## src/rtl/brfds_pkg.sv

```systemverilog
// ----------------------------------------------------------------------------
// brfds_pkg
// Shared widths, codes and controller/datapath types for the byte ring FIFO.
// ----------------------------------------------------------------------------
package brfds_pkg;

   localparam int MODE_W      = 2;
   localparam int BYTE_W      = 8;
   localparam int COUNT_W     = 11;
   localparam int STATUS_W    = 2;
   localparam int VALUE_W     = 11;
   localparam int FILL_W      = 11;
   localparam int CSR_IDX_W   = 2;
   localparam int CSR_DATA_W  = 64;
   localparam int DLEN_W      = 4;
   localparam int DELIM_MAX   = 8;
   localparam int DELIM_IDX_W = 3;

   typedef enum logic [MODE_W-1:0] {
      MODE_ADD    = 2'd0,
      MODE_REMOVE = 2'd1,
      MODE_DELETE = 2'd2,
      MODE_SEARCH = 2'd3
   } mode_type;

   typedef enum logic [STATUS_W-1:0] {
      STS_OK     = 2'd0,
      STS_REJECT = 2'd1,
      STS_EMPTY  = 2'd2
   } status_type;

   typedef enum logic [CSR_IDX_W-1:0] {
      CSR_PATTERN = 2'd0,
      CSR_LENGTH  = 2'd1
   } csr_idx_type;

   typedef enum logic [1:0] {
      S_IDLE,
      S_POP,
      S_SEARCH
   } state_type;

   typedef enum logic [3:0] {
      CMD_NONE,
      CMD_ADD,
      CMD_REMOVE_IMM,
      CMD_DELETE,
      CMD_SEARCH_IMM,
      CMD_POP_START,
      CMD_POP_STEP,
      CMD_SEARCH_START,
      CMD_SEARCH_STEP,
      CMD_SEARCH_DONE
   } cmd_op_type;

   typedef struct packed {
      cmd_op_type op;
   } dp_cmd_type;

   typedef struct packed {
      logic slot_free;
      logic fill_zero;
      logic pop_zero;
      logic search_trivial;
      logic pop_last;
      logic search_hit;
      logic search_end;
   } dp_status_type;

endpackage

```

## src/rtl/brfds_ctrl.sv

```systemverilog
// ----------------------------------------------------------------------------
// brfds_ctrl
// Sequencer: decodes requests, runs multi-cycle pop and delimiter scan.
// ----------------------------------------------------------------------------
module brfds_ctrl (
   input  logic                    clock,
   input  logic                    reset,
   input  logic                    req_valid,
   input  brfds_pkg::mode_type     req_mode,
   output logic                    req_ready,
   input  brfds_pkg::dp_status_type sts,
   output brfds_pkg::dp_cmd_type   cmd
);
   import brfds_pkg::*;

   state_type state_ff;
   state_type state_in;

   always_ff @(posedge clock) begin
      if (reset) begin
         state_ff <= S_IDLE;
      end else begin
         state_ff <= state_in;
      end
   end

   always_comb begin
      state_in  = state_ff;
      req_ready = 1'b0;
      cmd.op    = CMD_NONE;
      unique case (state_ff)
         S_IDLE: begin
            req_ready = sts.slot_free;
            if (req_valid && sts.slot_free) begin
               unique case (req_mode)
                  MODE_ADD:    cmd.op = CMD_ADD;
                  MODE_REMOVE: begin
                     if (sts.fill_zero || sts.pop_zero) begin
                        cmd.op = CMD_REMOVE_IMM;
                     end else begin
                        cmd.op   = CMD_POP_START;
                        state_in = S_POP;
                     end
                  end
                  MODE_DELETE: cmd.op = CMD_DELETE;
                  MODE_SEARCH: begin
                     if (sts.search_trivial) begin
                        cmd.op = CMD_SEARCH_IMM;
                     end else begin
                        cmd.op   = CMD_SEARCH_START;
                        state_in = S_SEARCH;
                     end
                  end
               endcase
            end
         end
         S_POP: begin
            if (sts.slot_free) begin
               cmd.op = CMD_POP_STEP;
               if (sts.pop_last) begin
                  state_in = S_IDLE;
               end
            end
         end
         S_SEARCH: begin
            if (sts.search_hit || sts.search_end) begin
               if (sts.slot_free) begin
                  cmd.op   = CMD_SEARCH_DONE;
                  state_in = S_IDLE;
               end
            end else begin
               cmd.op = CMD_SEARCH_STEP;
            end
         end
         default: state_in = S_IDLE;
      endcase
   end

endmodule

```

## config.mk

```make
export PLATFORM = sky130hd
export DESIGN_NAME = brfds_ctrl
export DESIGN_NICKNAME = d
export VERILOG_FILES = /design/src/rtl/brfds_pkg.sv /design/src/rtl/brfds_ctrl.sv
export SDC_FILE = /design/constraint.sdc
export NUM_CORES = 1
export LEC_CHECK = 0
export ABC_CLOCK_PERIOD_IN_PS = 1250
export BUFFER_PORTS_ARGS = -buffer_cell sky130_fd_sc_hd__buf_2
export CORE_AREA = 2 2 39 41
export DETAILED_ROUTE_END_ITERATION = 10
export DIE_AREA = 0 0 41 43
export GPL_TIMING_DRIVEN = 0
export HOLD_SLACK_MARGIN = 0.05
export PLACE_DENSITY = 0.39
export SYNTH_ARGS = -nofsm -noshare
export SYNTH_HDL_FRONTEND = slang
export SYNTH_SLANG_ARGS = --single-unit
```

## constraint.sdc

```tcl
create_clock -name clock -period 1.25 [get_ports clock]
set_clock_uncertainty 0.15 [all_clocks]
set_input_delay 0.25 -clock clock [delete_from_list [all_inputs] [get_ports clock]]
set_output_delay 0.25 -clock clock [all_outputs]
set_load 0.05 [all_outputs]
```

==> results of run 1 <==
[cell usage in the layout (no fill, tap or decap)]
cell type  count
a31oi_4        1
nand3_1        2
nor4b_4        1
a31oi_1        2
buf_8          3
nor2_1         2
dfxtp_4        1
buf_2         12
o21ai_0        1
nand3b_1       1
nand4b_1       2
o21a_4         1
nor2_4         3
a2111oi_4      1
nor2b_4        1
nand2b_1       1
nand2b_4       1
buf_4          7
inv_1          1
a22o_1         1
o21ai_1        3
dfxtp_1        1
clkbuf_4       3
o21bai_1       1
nor2b_1        1
o21a_1         1
o31ai_4        1
buf_6          3
nand2_1        2
[layer usage]
layer / vias up / share of wire [%] / wire length, um
met1: 151 / 49 / 373
met2: 11 / 45 / 347
met3: 0 / 5.8 / 44
met4: 0 / 0 / 0
met5: - / 0 / 0
li1: 185 / - / -
[repair_timing]
item                       CTS  global route
cloned                       0             0
setup endpoints to repair    7             7
pin swaps                    3             4
setup buffers                6             2
resized for setup           17             4
[through the flow]
step	TNS, ns	area (um2)
after floorplan	-0.483	300
after global placement	-1.49	400
after detailed placement	-1.45	400
after CTS	-1.58	536
after global routing	-1.93	571
final	-1.49	571
[how the worst min path moves through the flow]
stage,cells past startpoint,startpoint,endpoint
3_5_place_dp,3,reset,state_ff[0]$_SDFFE_PP0P_
2_1_floorplan,2,req_mode[1],state_ff[1]$_SDFFE_PP0P_
6_report,3,req_mode[1],state_ff[1]$_SDFFE_PP0P_
3_3_place_gp,3,req_mode[1],state_ff[1]$_SDFFE_PP0P_
5_1_grt,3,req_mode[1],state_ff[1]$_SDFFE_PP0P_
4_1_cts,3,reset,state_ff[0]$_SDFFE_PP0P_
[where the power goes]
| group | total, W | internal [W] | leakage [nW] | switching, W |
|---|---|---|---|---|
| combinational | 0.000160 | 0.0000710 | 0.202 | 0.0000890 |
| sequential | 0.0000646 | 0.0000636 | 0.0170 | 0.000000958 |
| clock | 0.000141 | 0.000106 | 0.0138 | 0.0000356 |
[worst register-to-register path: stages, from the launching register on]
cell and delay, ns:
dfxtp_4 0.35, nand2b_4 0.19, buf_6 0.13, nor4b_4 0.22
nand3_1 0.11, o21ai_1 0.12
[kinds of logic after synthesis]
logic type	count (synthesis)	share of synthesized area, %
AND/OR/NAND/NOR	17	42.6
AO/OA/AOI/OAI	13	38.2
flip-flops	2	15.7
buffers and inverters	2	3.43
[cells in the mapped netlist (all sizes together)]
master   count
o21bai       1
nand3b       1
nor4b        1
a22o         1
nand3        2
nand2        2
nor2         5
nor2b        2
nand4b       2
o21a         2
o31ai        1
buf          1
nand2b       2
inv          1
a2111oi      1
a31oi        3
dfxtp        2
o21ai        4
[cell type report]
cell class	instances	area (um2)	share of cell area, %
inverter	1	3.75	0.658
tap	16	20.0	3.51
clock buffer	3	22.5	3.95
timing repair buffer	24	180	31.6
buffer	1	11.3	1.97
multi-input combinational	30	289	50.7
sequential	2	43.8	7.68
==> out/summary.txt, run 1 <==
status - finished with violations
failing checks - setup timing
power per cell area - 642 nW/um2
M1 GR Usage - 16.6%
CP startpoint kind - primary input
nets@finish - 75
yosys warns - 0
Largest register FFs - 2
Clock Pin Slew Worst Setup and Hold Paths - 0.03 ns
full die area - 1760 um2
Worst Setup EP - cmd[0]
Final Critical Period - 1.63 ns
Slew Limit Fails - 0
Hold Path Class - primary input to register
clock buffer count from CTS - 3
Hold-fix buffers, CTS - 0
Final Util - 41.2%
GR peak layer - met1
met3 Use GR - 3.14%
total track usage - 10.6%
CP top delay family - compound AO/OA/AOI/OAI gates
Netlist Area Pre-Place - 255 um2
residual DRC count - 0
r2r setup slk - -0.10 ns
vias per inst - 4.51
Setup Crit Path Kind - primary input to primary output
largest reg by FF count - state_ff
Final ANT Viol Nets - 0
Detail Placement HPWL - 586 um
critical path's slowest cell - o31ai_4
Area Overhead vs Synth - 124%
Post-Layout Cell Count - 77
met2 usage - 14.1%
Root Driver - clkbuf_4
I/O Pins - 17
r2r worst-path depth - 5
Sink Count - 2
setup slack after layout - -0.376 ns
synth top area cells - dfxtp_1 16%, a31oi_1 7.4%, nor2_1 7.4%, nand4b_1 6.9%, o21ai_1 5.9%
Synth Instances - 34
slew margin rel. - 81.4%
largest net degree at the start of global routing - 8
Worst setup EP type - primary output
core box area - 1380 um2
post-synth top area share - 15.7%
DR vias - 347
drt pass-1 iters - 3
flops & latches, synth - 2
vias in the first global route - 325
WP data required - 0.85 ns
Fill cells - 147
slowest stage delay, CP - 0.24 ns
Max Freq - 615 MHz
worst skew pair latency - 0.22 ns
biggest regs - state_ff (2)
GRT Residual Overflow - 0
RSZ-0062 raised after global routing - yes
syn nets - 46
share of layout cells above drive strength 1 - 63.9%
die height - 43 um
total power after layout - 0.000366 W
Buf/Inv on CP - 2
endpoints failing setup - 7
sequence of cells on the critical path - buf_2, o31ai_4, o21a_1, nor2_1, a2111oi_4, buf_6
number of maximum-capacitance violations - 0
Yosys top cell by area - dfxtp_1
hold_ws - 0.199 ns
Slew @ Worst Pin - 0.277 ns
initial antenna violation count - 0
DR WL/cell - 9.94 um
final hold violations - 0
pre-CTS WS - -0.547 ns
CTS tree - built
r2r endpoint - state_ff[1]$_SDFFE_PP0P_
Detailed Route WL - 765 um
crit path max fanout - 3
number of port buffers - 16
Peak VDD IR - 0.237 mV
# rows - 14
Leakage - 0.232 nW
Die Width - 41 um
clock tree buffer depth - 2
reg2reg start - state_ff[1]$_SDFFE_PP0P_
Starting Density - 18.4%
H-tree depth - 1
Post-Place Cells - 66
WP depth - 6
Worst Setup SP - sts[5]
GPL Wtd Cong - 0.688
Yosys cell types - 20
initial DRC count - 3
first-pass GRT wire length - 1330 um
diode count - 0
sequential cell area fraction in the yosys report - 15.7%
syn_area_per_cell - 7.51 um2
Final period util - 130%
CP arrival - 1.23 ns
Note: power is estimated with default switching activity, not from simulation.
==> inputs of run 2 (changes only) <==
Settings changed: PLACE_DENSITY 0.39 to unset.
==> out/summary.txt, run 2 (synthesized netlist as in run 1, its figures left out) <==
status - finished with violations
initial antenna violation count - 0 (unchanged)
r2r endpoint - state_ff[1]$_SDFFE_PP0P_
vias per inst - 4.71 (+4.4%)
Hold-fix buffers, CTS - 0 (unchanged)
diode count - 0 (unchanged)
RSZ-0062 raised after global routing - yes
crit path max fanout - 7 (+4)
largest reg by FF count - state_ff
Hold Path Stages - 3 (unchanged)
sequential share of power - 17.3% (-0.3 points)
Final ANT Viol Nets - 0 (unchanged)
number of port buffers - 16 (unchanged)
sequence of cells on the critical path - buf_4, o31ai_4, o21a_1, nor2_1, a2111oi_4, buf_6
P_sw - 0.000132 W (+5.0%)
critical path's slowest cell - o31ai_4
slew margin rel. - 80.6% (-0.79 points)
DR WL/cell - 11.0 um (+10%)
number of maximum-capacitance violations - 0 (unchanged)
failing checks - setup timing
Post-Layout Cell Count - 75 (-2.6%)
Detail Placement HPWL - 560 um (-4.5%)
Slew @ Worst Pin - 0.290 ns (+0.0137 ns)
Fill cells - 141 (-4.1%)
residual DRC count - 0 (unchanged)
reg2reg start - state_ff[1]$_SDFFE_PP0P_
Hold Path Origin - req_mode[1]
Final period util - 131% (+1.2 points)
nets@finish - 73 (-2.7%)
hold_ws - 0.186 ns (-0.0129 ns)
GRT Residual Overflow - 0 (unchanged)
GPL Wtd Cong - 0.699 (+1.7%)
CP arrival - 1.24 ns (about the same)
first-pass GRT wire length - 1350 um (+1.6%)
worst skew pair latency - 0.23 ns (about the same)
Die Width - 41 um (unchanged)
DR vias - 353 (+1.7%)
full die area - 1760 um2 (unchanged)
vias in the first global route - 344 (+5.8%)
share of layout cells above drive strength 1 - 66.1% (+2.2 points)
multi-input logic area - 299 um2 (+3.5%)
die height - 43 um (unchanged)
Max Freq - 610 MHz (-0.91%)
Post-Place Cells - 66 (unchanged)
Register Area - 43.8 um2 (unchanged)
Buf/Inv on CP - 2 (unchanged)
Setup Crit Path Kind - primary input to primary output
commonest non-fill, non-tap cell in the layout - buf_2
most frequent cells in the layout - 10 x buf_2, 7 x buf_4, 4 x buf_6
CP startpoint kind - primary input
setup slack after layout - -0.391 ns (-0.0149 ns)
# rows - 14 (unchanged)
Worst Hold End - state_ff[1]$_SDFFE_PP0P_
Sink Count - 2 (unchanged)
power per cell area - 657 nW/um2 (+2.5%)
Root Driver - clkbuf_4
Net Sw Frac - 35.4% (+1.1 points)
core box area - 1380 um2 (unchanged)
clock tree buffer depth - 2 (unchanged)
clock buffer count from CTS - 3 (unchanged)
Peak VDD IR - 0.265 mV (+12%)
initial DRC count - 6 (+3)
Largest register FFs - 2 (unchanged)
Leakage - 0.224 nW (-3.5%)
Slew Limit Fails - 0 (unchanged)
r2r worst-path depth - 5 (unchanged)
Hold Path Class - primary input to register
combinational fraction of design power - 43.4% (-0.3 points)
CTS tree - built
internal power - 0.000241 W (+0.15%)
H-tree depth - 1 (unchanged)
Starting Density - 18.4% (unchanged)
slowest stage delay, CP - 0.24 ns (about the same)
drt pass-1 iters - 2 (-1)
Worst setup EP type - primary output
clock power share - 39.2% (+0.5 points)
CP top delay family - compound AO/OA/AOI/OAI gates
Clock Pin Slew Worst Setup and Hold Paths - 0.03 ns (about the same)
Detailed Route WL - 822 um (+7.5%)
endpoints failing setup - 7 (unchanged)
WP data required - 0.85 ns (about the same)
Final Critical Period - 1.64 ns (+0.0149 ns)
I/O Pins - 17 (unchanged)
Area Overhead vs Synth - 122%
biggest regs - state_ff (2)
total track usage - 10.8% (+0.21 points)
r2r setup slk - -0.09 ns (about the same)
largest net degree at the start of global routing - 9 (+1)
final hold violations - 0 (unchanged)
run 2: changes by cell type in the layout (fill, tap and decap cells not counted), sizes merged:
cell	before	now
buf	25	23
run 2: metal layers:
metal,vias up,global-route usage [%],share of wire [%]
met2,11,16.9,53
met3,0,1.57,4.3
met1,163,14.4,43
met5,-,0,0
li1,179,-,-
met4,0,4.00,0
run 2: area by class of cell:
type / instances / area share (%)
Buffer: 1 / 1.99
Inverter: 1 / 0.662
Tap cell: 16 / 3.53
Multi-Input combinational cell: 30 / 52.8
Clock buffer: 3 / 3.97
Sequential cell: 2 / 7.73
Timing Repair Buffer: 22 / 29.4
run 2: power groups by stage:
stage | registers, W | clock network [W] | logic (W)
after global routing | 0.0000648 | 0.000157 | 0.000174
after detailed placement | 0.0000671 | 0 | 0.000122
after global placement | 0.0000671 | 0 | 0.000121
final | 0.0000646 | 0.000146 | 0.000162
after floorplan | 0.0000669 | 0 | 0.0000806
after CTS | 0.0000646 | 0.000157 | 0.000150
run 2: worst reg2reg max path, stage by stage (launching register included):
cell and delay (ns):
dfxtp_4 0.36, nand2b_4 0.19, buf_6 0.13, nor4b_4 0.22
nand3_1 0.10, o21ai_1 0.12
run 2: through the flow:
step	utilization (%)	cell area [um2]	setup slack (ns)	setup TNS (ns)	total power, W
6_report	41.0	567	-0.391	-1.47	0.000373
5_1_grt	41.0	567	-0.496	-1.84	0.000395
4_1_cts	38.1	527	-0.408	-1.51	0.000371
3_5_place_dp	28.9	400	-0.553	-1.37	0.000189
3_3_place_gp	28.9	400	-0.534	-1.33	0.000188
2_1_floorplan	-	300	-0.454	-0.483	0.000147
run 2: how the worst max path moves through the flow:
| stage | from | end | slack [ns] | cells past startpoint |
|---|---|---|---|---|
| floorplan | req_mode[1] | cmd[0] | -0.45 | 4 |
| global placement | req_mode[1] | cmd[0] | -0.53 | 6 |
| detailed placement | req_mode[1] | cmd[0] | -0.55 | 6 |
| CTS | req_mode[1] | cmd[0] | -0.41 | 6 |
| global route | req_mode[1] | cmd[0] | -0.50 | 6 |
| finish | req_mode[1] | cmd[0] | -0.39 | 6 |
run 2: what timing repair did:
action | CTS | global route
resized for setup | 19 | 6
endpoints found under the setup margin | 7 | 7
buffers inserted | 4 | 2
pin swaps | 3 | 1
